<file path="config.mk">
export PLATFORM = sky130hd
export DESIGN_NAME = uart_line_assembler_core_flat
export DESIGN_NICKNAME = d
export VERILOG_FILES = /design/src/hw/rtl/ula_pkg.sv /design/src/hw/rtl/ula_if.sv /design/src/hw/rtl/ula_line_store.sv /design/src/hw/rtl/uart_line_assembler_core.sv /design/src/flat_wrapper.sv
export SDC_FILE = /design/constraint.sdc
export NUM_CORES = 1
export LEC_CHECK = 0
export BUFFER_PORTS_ARGS = -buffer_cell sky130_fd_sc_hd__buf_2
export CORE_MARGIN = 8
export CORE_UTILIZATION = 64
export CTS_BUF_LIST = sky130_fd_sc_hd__clkbuf_4 sky130_fd_sc_hd__clkbuf_8
export CTS_CLUSTER_DIAMETER = 60
export DETAILED_ROUTE_END_ITERATION = 10
export PLACE_DENSITY = 0.89
export SYNTH_ARGS = -nofsm -noshare
export SYNTH_HDL_FRONTEND = slang
export SYNTH_SLANG_ARGS = --single-unit
</file>
<file path="constraint.sdc">
create_clock -name clk -period 3.5 [get_ports clk]
set_clock_uncertainty 0.15 [all_clocks]
set_input_delay 0.175 -clock clk [delete_from_list [all_inputs] [get_ports clk]]
set_output_delay 0.175 -clock clk [all_outputs]
set_load 0.1 [all_outputs]
</file>
<file path="src/hw/rtl/ula_pkg.sv">
`timescale 1ns / 1ps
`default_nettype none

package ula_pkg;

    localparam int BYTE_W   = 8;
    localparam int LENGTH_W = 6;

    localparam logic [BYTE_W-1:0] CHAR_LF  = 8'h0A;
    localparam logic [BYTE_W-1:0] CHAR_CR  = 8'h0D;
    localparam logic [BYTE_W-1:0] CHAR_NUL = 8'h00;

    localparam logic KIND_LINE     = 1'b0;
    localparam logic KIND_OVERFLOW = 1'b1;

    typedef enum logic [1:0] {
        ST_IDLE,
        ST_READ,
        ST_SHOW,
        ST_OVERFLOW
    } state_t;

    // Line terminators: LF, CR and NUL
    function automatic logic is_terminator(input logic [BYTE_W-1:0] c);
        return (c == CHAR_LF) || (c == CHAR_CR) || (c == CHAR_NUL);
    endfunction

endpackage

`default_nettype wire

</file>
<file path="src/hw/rtl/ula_if.sv">
`timescale 1ns / 1ps
`default_nettype none

// Received byte channel
interface ula_rx_if;
    logic                         valid;
    logic                         ready;
    logic [ula_pkg::BYTE_W-1:0]   rx_byte;
    logic                         framing_error;
    logic                         overrun_error;

    modport source (output valid, output rx_byte, output framing_error,
                    output overrun_error, input ready);
    modport sink   (input valid, input rx_byte, input framing_error,
                    input overrun_error, output ready);
endinterface

// Result channel
interface ula_res_if;
    logic                         valid;
    logic                         ready;
    logic                         result_kind;
    logic [ula_pkg::BYTE_W-1:0]   line_byte;
    logic [ula_pkg::LENGTH_W-1:0] line_length;
    logic                         last;

    modport source (output valid, output result_kind, output line_byte,
                    output line_length, output last, input ready);
    modport sink   (input valid, input result_kind, input line_byte,
                    input line_length, input last, output ready);
endinterface

`default_nettype wire

</file>
<file path="src/hw/rtl/ula_line_store.sv">
`timescale 1ns / 1ps
`default_nettype none

module ula_line_store #(
    parameter int DEPTH = 32
) (
    input  wire logic                             clk,
    input  wire logic                             wr_en,
    input  wire logic [$clog2(DEPTH)-1:0]         wr_addr,
    input  wire logic [ula_pkg::BYTE_W-1:0]       wr_data,
    input  wire logic                             rd_en,
    input  wire logic [$clog2(DEPTH)-1:0]         rd_addr,
    output logic      [ula_pkg::BYTE_W-1:0]       rd_data
);

    logic [ula_pkg::BYTE_W-1:0] mem [DEPTH];

    // Write one character
    always_ff @(posedge clk)
    begin
        if (wr_en)
        begin
            mem[wr_addr] <= wr_data;
        end
    end

    // Read with registered data; hold when not enabled
    always_ff @(posedge clk)
    begin
        if (rd_en)
        begin
            rd_data <= mem[rd_addr];
        end
    end

endmodule

`default_nettype wire

</file>
<file path="src/hw/rtl/uart_line_assembler_core.sv">
`timescale 1ns / 1ps
`default_nettype none

// UART receive line assembler. Each received byte transaction on rx is taken
// while idle: bytes with a framing or overrun error are dropped, ordinary bytes
// are written into a LINE_DEPTH-entry line memory, and a terminator (LF, CR or
// NUL) on an empty line is ignored. A terminator on a non-empty line of N bytes
// drains the line as N result transactions, each carrying the byte, the line
// length and a last flag; the single read port of the line memory reads each
// byte in ST_READ before ST_SHOW presents it; res may stall each result. When
// the line is full, the next error-free byte of any value empties it and gives
// one overflow result. rx is not ready while results are being delivered. No
// clearing pass after reset is needed: the fill count marks which entries hold
// data. A line of 64 bytes reports its length modulo 64.
module uart_line_assembler_core #(
    parameter int LINE_DEPTH = 32
) (
    input  wire logic     clk,
    input  wire logic     rst_n,
    ula_rx_if.sink        rx,
    ula_res_if.source     res
);

    localparam int IDX_W = $clog2(LINE_DEPTH);
    localparam int CNT_W = $clog2(LINE_DEPTH + 1);
    localparam logic [CNT_W-1:0] FULL_COUNT = CNT_W'(LINE_DEPTH);

    ula_pkg::state_t            state_reg, state_next;
    logic [CNT_W-1:0]           fill_reg, fill_next;
    logic [IDX_W-1:0]           idx_reg, idx_next;
    logic [CNT_W-1:0]           len_reg, len_next;

    logic                       res_accept;
    logic                       is_last;
    logic                       wr_en;
    logic                       rd_en;
    logic [ula_pkg::BYTE_W-1:0] rd_data;

    assign res_accept = res.valid && res.ready;
    assign is_last    = ((CNT_W'(idx_reg) + CNT_W'(1)) == len_reg);

    ula_line_store #(
        .DEPTH (LINE_DEPTH)
    ) u_store (
        .clk     (clk),
        .wr_en   (wr_en),
        .wr_addr (fill_reg[IDX_W-1:0]),
        .wr_data (rx.rx_byte),
        .rd_en   (rd_en),
        .rd_addr (idx_reg),
        .rd_data (rd_data)
    );

    // Hold control state
    always_ff @(posedge clk or negedge rst_n)
    begin
        if (!rst_n)
        begin
            state_reg <= ula_pkg::ST_IDLE;
            fill_reg  <= '0;
            idx_reg   <= '0;
            len_reg   <= '0;
        end
        else
        begin
            state_reg <= state_next;
            fill_reg  <= fill_next;
            idx_reg   <= idx_next;
            len_reg   <= len_next;
        end
    end

    // Sequence append, drain and overflow
    always_comb
    begin
        state_next      = state_reg;
        fill_next       = fill_reg;
        idx_next        = idx_reg;
        len_next        = len_reg;
        wr_en           = 1'b0;
        rd_en           = 1'b0;
        rx.ready        = 1'b0;
        res.valid       = 1'b0;
        res.result_kind = ula_pkg::KIND_LINE;
        res.line_byte   = '0;
        res.line_length = '0;
        res.last        = 1'b0;

        case (state_reg)
            ula_pkg::ST_IDLE:
            begin
                rx.ready = 1'b1;
                if (rx.valid && !rx.framing_error && !rx.overrun_error)
                begin
                    if (fill_reg == FULL_COUNT)
                    begin
                        fill_next  = '0;
                        state_next = ula_pkg::ST_OVERFLOW;
                    end
                    else if (!ula_pkg::is_terminator(rx.rx_byte))
                    begin
                        wr_en     = 1'b1;
                        fill_next = fill_reg + CNT_W'(1);
                    end
                    else if (fill_reg != '0)
                    begin
                        len_next   = fill_reg;
                        idx_next   = '0;
                        state_next = ula_pkg::ST_READ;
                    end
                end
            end

            ula_pkg::ST_READ:
            begin
                rd_en      = 1'b1;
                state_next = ula_pkg::ST_SHOW;
            end

            ula_pkg::ST_SHOW:
            begin
                res.valid       = 1'b1;
                res.result_kind = ula_pkg::KIND_LINE;
                res.line_byte   = rd_data;
                res.line_length = ula_pkg::LENGTH_W'(len_reg);
                res.last        = is_last;
                if (res.ready)
                begin
                    if (is_last)
                    begin
                        fill_next  = '0;
                        state_next = ula_pkg::ST_IDLE;
                    end
                    else
                    begin
                        idx_next   = idx_reg + IDX_W'(1);
                        state_next = ula_pkg::ST_READ;
                    end
                end
            end

            ula_pkg::ST_OVERFLOW:
            begin
                res.valid       = 1'b1;
                res.result_kind = ula_pkg::KIND_OVERFLOW;
                res.last        = 1'b1;
                if (res.ready)
                begin
                    state_next = ula_pkg::ST_IDLE;
                end
            end

            default:
            begin
                state_next = ula_pkg::ST_IDLE;
            end
        endcase
    end

    // Check fill bound, drain bookkeeping and channel exclusion
    assert property (@(posedge clk) disable iff (!rst_n)
        fill_reg <= FULL_COUNT)
        else $error("fill count beyond line depth");

    assert property (@(posedge clk) disable iff (!rst_n)
        res.valid |-> !rx.ready)
        else $error("rx ready while a result is pending");

    assert property (@(posedge clk) disable iff (!rst_n)
        (res_accept && res.last) |=> (fill_reg == '0))
        else $error("line not emptied after last result");

    assert property (@(posedge clk) disable iff (!rst_n)
        (state_reg == ula_pkg::ST_SHOW) |-> (CNT_W'(idx_reg) < len_reg))
        else $error("drain index beyond line length");

    assert property (@(posedge clk) disable iff (!rst_n)
        (res.valid && res.result_kind == ula_pkg::KIND_OVERFLOW)
            |-> (res.last && fill_reg == '0))
        else $error("overflow result malformed");

endmodule

`default_nettype wire
</file>
<file path="src/flat_wrapper.sv">
// flat-port wrapper written by rule: the top's interface ports become plain ports
module uart_line_assembler_core_flat 
#(
    parameter int LINE_DEPTH = 32
)
  (clk, rst_n, rx_valid, rx_rx_byte, rx_framing_error, rx_overrun_error, rx_ready, res_valid, res_result_kind, res_line_byte, res_line_length, res_last, res_ready);
  ula_rx_if rx_i ();
  ula_res_if res_i ();
  input  wire logic clk;
  input  wire logic rst_n;
  input wire logic [$bits(rx_i.valid)-1:0] rx_valid;
  input wire logic [$bits(rx_i.rx_byte)-1:0] rx_rx_byte;
  input wire logic [$bits(rx_i.framing_error)-1:0] rx_framing_error;
  input wire logic [$bits(rx_i.overrun_error)-1:0] rx_overrun_error;
  output wire logic [$bits(rx_i.ready)-1:0] rx_ready;
  output wire logic [$bits(res_i.valid)-1:0] res_valid;
  output wire logic [$bits(res_i.result_kind)-1:0] res_result_kind;
  output wire logic [$bits(res_i.line_byte)-1:0] res_line_byte;
  output wire logic [$bits(res_i.line_length)-1:0] res_line_length;
  output wire logic [$bits(res_i.last)-1:0] res_last;
  input wire logic [$bits(res_i.ready)-1:0] res_ready;
  assign rx_i.valid = rx_valid;
  assign rx_i.rx_byte = rx_rx_byte;
  assign rx_i.framing_error = rx_framing_error;
  assign rx_i.overrun_error = rx_overrun_error;
  assign rx_ready = rx_i.ready;
  assign res_valid = res_i.valid;
  assign res_result_kind = res_i.result_kind;
  assign res_line_byte = res_i.line_byte;
  assign res_line_length = res_i.line_length;
  assign res_last = res_i.last;
  assign res_i.ready = res_ready;
  uart_line_assembler_core #(.LINE_DEPTH(LINE_DEPTH)) u_core (.clk(clk), .rst_n(rst_n), .rx(rx_i), .res(res_i));
endmodule
</file>
==> metrics, run 1 <==
cell taking the most area after synthesis edfxtp_1; clk root buf clkbuf_8; Psw 0.003183 W; crit start category flop; critical path class flop to primary output; post_cts resized 0; Int Power 0.006757 W; Crit Reg-Reg Endpoint u_core.u_store.mem[2][6]; MaxCap Viol Count 0; post-route antenna net violation count 0; die footprint 22740 um2; core footprint 17900 um2; DRC viols 0; top post-synthesis cells by area edfxtp_1 68%, mux4_2 13%, dfrtp_1 4.1%; Syn Inst Count 572; largest registers u_core.u_store.mem (256), u_core.u_store.rd_data (8); Clock Pin Slew Worst Setup and Hold Paths 60 ps; Logic pwr share 31.0%; Fmax 320.6 MHz; ys flop type edfxtp_1; Vias/cell 6.695; CP max FO 27; pin count of the biggest net entering global routing 44; clk_lat worst skew 540 ps; Site Rows 49; vias in the first global route 6406; Tot GR Track Use 24.15%; Top reg by flops u_core.u_store.mem; number of synthesized register bits 283; minimum clock period 3119 ps; Top Ports 32; sequential area share after synthesis 72.25%; clock net sink count 283; WL/cell 28.20 um; post-DP HPWL 16.51 mm; clock share of power 27.6%; Final Wtd Congestion 0.8985; crit path launch u_core.idx_reg[0]; TritonCTS clock tree yes; data required time of the worst path 3170 ps; CP Capture Point res_last; Initial Utilization 64.96%; wire length on met2 12.68 mm; TritonRoute pass-1 iters 5; ys async rst share 6.714%; Sw Share 32.02%; Yosys warnings 0; GRT overflow 0; worst min path class input port to flop; synthesis-to-layout area growth 12.87%; WL final 26.06 mm; top cell type's share of synthesized area 68.17%; Arrival @ worst endpoint 2790 ps; status finished clean; vias 6186; diode count 0; Post-Syn Area 11630 um2; peak supply drop 0.6947 mV; met3 routed WL 2.861 mm; worst hold slack 85.88 ps; reg-to-reg startpoint u_core.fill_reg[0]; initial antenna violation count 1; crit end category primary output; RSZ-0062 raised after global routing false; Cell Pwr Density 757.2 nW/um2; max-slew violations 0; Synth Net Count 591; post-synth cell types 55; clk buf depth 3; Synth Area per Inst 20.33 um2; IO buf count 31; Final Hold Viols 0; first-pass GRT wire length 39.88 mm; Register-to-Register Path Depth 7; DRT iter0 DRCs 666; Rel. slew slack 36.61%; Leakage 4.407 nW; Die Ht 150.8 um; Die X 150.8 um; Slew @ Worst Pin 947.7 ps; endpoints failing setup 0; H-tree depth 2; Top Metal Used met4; Final nets 680; Post-CTS Setup Bufs 0; wl on met1 9.742 mm; Final Util 73.32%; period utilisation layout 89.12%; reg2reg setup slack 450 ps; Sequential Power Share 41.4%; cts bufs inserted 43; Power Total 0.009939 W; share of cells above drive strength 1 32.23%; max reg flops 256; Post-synth EDFFs 264; Fill cells 956; setup TNS 0 ps
worst min-delay path by stage:
stage,startpoint,to,slack [ps],depth (start not counted)
floorplan,rst_n,u_core.fill_reg[0],-270,0
global placement,rst_n,u_core.state_reg[0],-10,1
detailed placement,rst_n,u_core.state_reg[0],-0.7,1
CTS,rx_rx_byte[7],u_core.u_store.mem[20][7],60,1
global route,rx_rx_byte[6],u_core.u_store.mem[5][6],90,2
finish,rx_rx_byte[7],u_core.u_store.mem[5][7],90,1
critical path, stage by stage, from the launching register on:
cell,delay (ps)
dfrtp_4,770
ha_1,360
xor2_1,180
o211ai_1,100
a21oi_1,230
nor2_1,70
buf_4,180
o21a_1,200
buf_12,170
layout make-up:
type                    count  area (um2)  area share [%]
clock inverters            23       172.7           1.315
inverters                   6       22.52          0.1716
repair buffers             75       535.5           4.080
clock buffers              56       701.9           5.347
well taps                 229       286.5           2.183
multi-input cells         252        2999           22.85
flip-flops and latches    283        8408           64.06
cell usage in the layout, fill, tap and decap left out, types with 3 or more instances in the layout:
| cell | n |
|---|---|
| nand3_1 | 5 |
| ha_1 | 5 |
| bufinv_16 | 3 |
| a221o_1 | 3 |
| nor2b_1 | 3 |
| dlygate4sd3_1 | 9 |
| buf_2 | 30 |
| and2_1 | 19 |
| nor3_1 | 8 |
| nand3b_1 | 5 |
| a21oi_1 | 8 |
| clkinv_1 | 16 |
| mux2_2 | 14 |
| nor4_1 | 3 |
| inv_1 | 6 |
| buf_4 | 34 |
| dfrtp_1 | 17 |
| clkbuf_4 | 11 |
| nand2_1 | 16 |
| mux4_1 | 11 |
| nor2_1 | 33 |
| o21ai_0 | 5 |
| xnor2_1 | 4 |
| edfxtp_1 | 264 |
| clkbuf_8 | 45 |
| clkinv_2 | 3 |
| and3_1 | 4 |
| mux4_2 | 69 |
| o211a_1 | 3 |
layer usage:
layer,up-vias,GRT usage [%]
met2,426,37.43
met1,3151,33.32
met4,0,8.808
met5,-,0
met3,62,5.707
li1,2547,-
through the flow:
step / setup WS [ps] / std cells / cell area, um2
after floorplan: 622.3 / 572 / 11630
after global placement: 599.2 / 836 / 12160
after detailed placement: 404.5 / 836 / 12160
after CTS: 350.5 / 924 / 13130
after global routing: 157.1 / 924 / 13130
final: 380.7 / 924 / 13130
cells in the mapped netlist (all sizes together) (2+ instances only):
cell type	instances
a21oi	9
a221o	3
a22o	2
and2	19
and3	4
buf	16
clkbuf	13
dfrtp	19
edfxtp	264
ha	5
inv	6
mux2	14
mux4	80
nand2	16
nand2b	2
nand3	5
nand3b	5
nor2	33
nor2b	3
nor3	8
nor4	3
o211a	3
o21a	2
o21ai	7
o221a	2
o2bb2ai	2
or3	2
or3b	3
xnor2	4
xor2	2
power by group through the flow:
stage,logic [W],registers (W),clock network [W]
finish,0.00308,0.00411,0.00274
global route,0.00324,0.00413,0.00291
CTS,0.00307,0.00411,0.00277
detailed placement,0.00303,0.00417,0
global placement,0.00295,0.00416,0
floorplan,0.00248,0.00401,0
what timing repair did:
item,CTS,global route
hold buffers,9,0
setup endpoints to repair,0,0
hold endpoints to repair,62,0
kinds of logic (layout without fill, tap and decap cells):
family,count (synthesis),count (layout),synth area share [%]
buffers and inverters,37,160,1.958
multiplexers,95,95,17.29
AND/OR/NAND/NOR,110,110,5.003
AO/OA/AOI/OAI,36,36,2.507
adder cells (fa/ha/maj),5,5,0.5379
flip-flops,283,283,72.25
XOR/XNOR,6,6,0.4519
(Power assumes the default switching activity.)
==> inputs of run 2 (changes only) <==
==> constraint.sdc (replaced) <==
create_clock -name clk -period 2.9 [get_ports clk]
set_clock_uncertainty 0.15 [all_clocks]
set_input_delay 0.145 -clock clk [delete_from_list [all_inputs] [get_ports clk]]
set_output_delay 0.145 -clock clk [all_outputs]
set_load 0.1 [all_outputs]
==> metrics, run 2 (same netlist as run 1, synthesis figures left out) <==
synthesis-to-layout area growth 15.02%; Power Total 0.01206 W; Sw Share 33.30%; H-tree depth 2; Fill cells 900; Slew @ Worst Pin 962.9 ps; clock share of power 25.0%; DRT iter0 DRCs 892; max reg flops 256; Arrival @ worst endpoint 2910 ps; worst min path class input port to flop; CP peak stage delay 540 ps; Initial Utilization 64.96%; post-DP HPWL 17.35 mm; data required time of the worst path 3000 ps; Psw 0.004015 W; DRC viols 0; post-route antenna net violation count 0; GRT overflow 0; Sequential Power Share 40.6%; TritonRoute pass-1 iters 5; slowest CP cell dlygate4sd3_1; setup TNS 0 ps; CP max FO 8; clk_lat worst skew 550 ps; Leakage 4.556 nW; diode count 0; status finished clean; IO buf count 31; crit end category flop; critical path class input port to flop; clk root buf clkbuf_8; vias 6614; endpoints failing setup 0; Fmax 354.9 MHz; TritonCTS clock tree yes; clk buf depth 3; core footprint 17900 um2; MaxCap Viol Count 0; Site Rows 49; Top reg by flops u_core.u_store.mem; pin count of the biggest net entering global routing 39; commonest cells after routing, fill and taps aside 264 x edfxtp_1, 69 x mux4_2, 57 x buf_4, 44 x clkbuf_8, 32 x nor2_1; clock net sink count 283; Register-to-Register Path Depth 7; WL/cell 29.42 um; vias in the first global route 6690; minimum clock period 2818 ps; period utilisation layout 97.17%; Final nets 713; Final Wtd Congestion 0.8587; peak supply drop 0.9082 mV; Top Ports 32; Tot GR Track Use 25.20%; Rel. slew slack 35.67%; Int Power 0.008042 W; Vias/cell 6.969; worst hold stages 6; most common cell after layout, fill and taps aside edfxtp_1; crit start category input port; die footprint 22740 um2; Cell Pwr Density 901.4 nW/um2; cts bufs inserted 43; share of cells above drive strength 1 36.11%; initial antenna violation count 1; Die Ht 150.8 um; first-pass GRT wire length 41.36 mm; Logic pwr share 34.4%; WL final 27.92 mm; Final Hold Viols 0; max-slew violations 0; Die X 150.8 um; Clock Pin Slew Worst Setup and Hold Paths 70 ps; cells along the critical path dlygate4sd3_1 -> buf_2 -> or3b_1 -> or3_1 -> a221oi_4 -> nand2_1 -> nor3_1 -> buf_4; largest registers u_core.u_store.mem (256), u_core.u_store.rd_data (8)
[run 2: worst paths after layout]
check	start	to	slack, ps
setup / recovery	rx_framing_error	u_core.u_store.mem[12][7]	80
hold / removal	rx_overrun_error	u_core.len_reg[4]	150
setup reg to reg	u_core.fill_reg[1]	u_core.fill_reg[0]	100
hold reg to reg	u_core.len_reg[3]	u_core.len_reg[3]	410
max in group asynchronous	rst_n	u_core.idx_reg[0]	1290
min in group asynchronous	rst_n	u_core.idx_reg[4]	650
[run 2: routing by layer]
metal / global-route usage, % / up-vias / share of wire [%]
met1: 32.43 / 3334 / 36
met4: 12.47 / 2 / 4.7
met2: 39.46 / 571 / 48
met5: 0 / - / 0.036
li1: - / 2606 / -
met3: 6.782 / 101 / 11
[run 2: cell type report]
class | count | area [um2] | share of cell area, %
clock inverters | 16 | 80.08 | 0.5986
flip-flops and latches | 283 | 8409 | 62.87
well taps | 229 | 286.5 | 2.142
repair buffers | 107 | 848.3 | 6.342
multi-input cells | 253 | 3042 | 22.74
clock buffers | 55 | 688.2 | 5.145
inverters | 6 | 22.52 | 0.1684
[run 2: per-stage QoR]
step	setup WS [ps]	cells	hold slack [ps]	area (um2)	util, %
detailed placement	7.607	858	-34.00	12380	69.14
CTS	5.914	946	129.3	13320	74.42
floorplan	36.68	572	-300.6	11630	-
global placement	141.6	858	-47.14	12380	69.14
finish	81.99	949	152.8	13380	74.72
global route	-4.848	949	220.2	13380	74.72
[run 2: critical path, delay by kind of cell]
| family | cells | cell delay [ps] |
|---|---|---|
| AND/OR/NAND/NOR | 4 | 1490 |
| buffers and inverters | 3 | 880 |
| AO/OA/AOI/OAI | 1 | 380 |
[run 2: repair_timing]
action / in CTS / in global routing
resized for setup: 2 / 6
hold buffers: 13 / 0
setup buffers: 4 / 2
endpoints found under the setup margin: 21 / 81
cloned: 0 / 1
hold endpoints to repair: 161 / 0
pin swaps: 0 / 2
[run 2: power by group through the flow]
| stage | combinational [W] | sequential (W) | clock [W] |
|---|---|---|---|
| after floorplan | 0.00299 | 0.00484 | 0 |
| after global placement | 0.00375 | 0.00499 | 0 |
| after detailed placement | 0.00385 | 0.00502 | 0 |
| after CTS | 0.00407 | 0.00487 | 0.00303 |
| after global routing | 0.00431 | 0.00489 | 0.00321 |
| final | 0.00415 | 0.00489 | 0.00301 |
==> inputs of run 3 (changes only) <==
--- a/config.mk
+++ b/config.mk
@@ -6,12 +6,14 @@
 export NUM_CORES = 1
 export LEC_CHECK = 0
 export BUFFER_PORTS_ARGS = -buffer_cell sky130_fd_sc_hd__buf_2
+export CELL_PAD_IN_SITES_DETAIL_PLACEMENT = 0
+export CELL_PAD_IN_SITES_GLOBAL_PLACEMENT = 1
 export CORE_MARGIN = 8
-export CORE_UTILIZATION = 64
+export CORE_UTILIZATION = 57
 export CTS_BUF_LIST = sky130_fd_sc_hd__clkbuf_4 sky130_fd_sc_hd__clkbuf_8
 export CTS_CLUSTER_DIAMETER = 60
 export DETAILED_ROUTE_END_ITERATION = 10
-export PLACE_DENSITY = 0.89
+export PLACE_DENSITY = 0.84
 export SYNTH_ARGS = -nofsm -noshare
 export SYNTH_HDL_FRONTEND = slang
 export SYNTH_SLANG_ARGS = --single-unit
==> metrics, run 3 (same netlist as run 1, synthesis figures left out) <==
initial antenna violation count 0; crit end category flop; max reg flops 256; clk buf depth 3; vias 6166; Vias/cell 6.273; crit start category input port; Final Util 66.45%; post-DP HPWL 17.25 mm; hold path start rx_rx_byte[6]; Die X 158.8 um; cells along the critical path dlygate4sd3_1 -> buf_2 -> nand2b_1 -> mux2i_1 -> a221oi_4 -> nand2_1 -> nor2_1; period utilisation layout 96.32%; synthesis-to-layout area growth 14.87%; max-slew violations 0; Final nets 702; TritonCTS clock tree yes; endpoints failing setup 0; Clock Pin Slew Worst Setup and Hold Paths 60 ps; CP max FO 8; vias in the first global route 6214; critical path class input port to flop; status finished clean; Arrival @ worst endpoint 2820 ps; Top Ports 32; data required time of the worst path 2920 ps; slowest CP cell nor2_1; Final Hold Viols 0; clk_lat worst skew 550 ps; Tot GR Track Use 20.87%; CP peak stage delay 700 ps; post-route antenna net violation count 0; core footprint 20100 um2; WL final 26.28 mm; largest registers u_core.u_store.mem (256), u_core.u_store.rd_data (8); GRT overflow 0; peak supply drop 0.3621 mV; DRC viols 0; Site Rows 52; Slew @ Worst Pin 927.8 ps; pin count of the biggest net entering global routing 33; Die Ht 158.8 um; IO buf count 31; WL/cell 26.74 um; cts bufs inserted 44; Leakage 4.499 nW; Initial Utilization 57.85%; reg-to-reg startpoint u_core.state_reg[0]; H-tree depth 2; worst min path class input port to flop; most common cell after layout, fill and taps aside edfxtp_1; clock net sink count 283; Final Non-Filler Cells 983; CP Buf/Inv Count 2; TritonRoute pass-1 iters 5; share of cells above drive strength 1 35.76%; Fill cells 1285; diode count 0; minimum clock period 2793 ps; commonest cells after routing, fill and taps aside 264 x edfxtp_1, 69 x mux4_2, 52 x buf_4, 46 x clkbuf_8, 30 x buf_2; crit path launch rx_rx_byte[1]; MaxCap Viol Count 0; Fmax 358.0 MHz; Top reg by flops u_core.u_store.mem; RSZ-0062 raised after global routing true; Rel. slew slack 37.94%; DRT iter0 DRCs 729; Post-Place Cells 892; Final Wtd Congestion 0.8503; Largest delay share family, worst path simple AND/OR/NAND/NOR gates; die footprint 25230 um2; Cell Pwr Density 913.2 nW/um2; clk root buf clkbuf_8; first-pass GRT wire length 39.58 mm
==> run 3: worst paths after layout <==
check	to	slack, ps	cells after the start
min	u_core.u_store.mem[10][6]	10	2
max in group asynchronous	u_core.idx_reg[0]	1260	3
max	u_core.u_store.mem[17][4]	110	7
max reg2reg	u_core.u_store.mem[17][4]	130	4
min in group asynchronous	u_core.idx_reg[4]	670	3
min reg2reg	u_core.len_reg[0]	410	1
==> run 3: report_power, final <==
| part | switching (W) | total (W) | internal [W] |
|---|---|---|---|
| sequential | 0.000168 | 0.00484 | 0.00467 |
| clock | 0.00145 | 0.00318 | 0.00173 |
| combinational | 0.00235 | 0.00418 | 0.00183 |
| total | 0.00397 | 0.0122 | 0.00823 |
==> run 3: cell type report <==
cell class                 instances  area [um2]  share of cell area (%)
sequential                       283        8408                   62.94
inverter                           6       22.52                  0.1686
clock inverter                    16       93.84                  0.7024
clock buffer                      60       738.2                   5.526
multi-input combinational        252        3028                   22.67
timing repair buffer              96       730.7                   5.470
tap                              270       337.8                   2.529
==> run 3: stage by stage <==
step                      worst slack, ps  hold WS, ps  power (W)  setup TNS, ps  area (um2)
after floorplan                     36.68       -300.6   0.007836              0       11630
after global routing               -24.01        4.490    0.01266         -676.9       13360
after CTS                           34.14       0.6198    0.01215              0       13290
after global placement             -49.77       -28.38   0.008898         -772.7       12360
after detailed placement           -150.6       -24.63   0.008990          -9054       12360
final                               106.7        9.629    0.01220              0       13360
==> run 3: metal layers <==
layer	up-vias	GRT usage, %	wire, um
li1	2582	-	-
met1	3227	29.52	10920
met2	315	31.92	12370
met3	42	5.688	2557
met4	0	5.108	439
met5	-	0	0
==> run 3: what timing repair did <==
action / 4_1_cts / 5_1_grt
hold endpoints to repair: 84 / 0
gates cloned: 0 / 0
setup buffers: 0 / 6
endpoints found under the setup margin: 1 / 50
pin swaps: 0 / 0
hold buffers: 9 / 0
gates resized for setup: 1 / 9
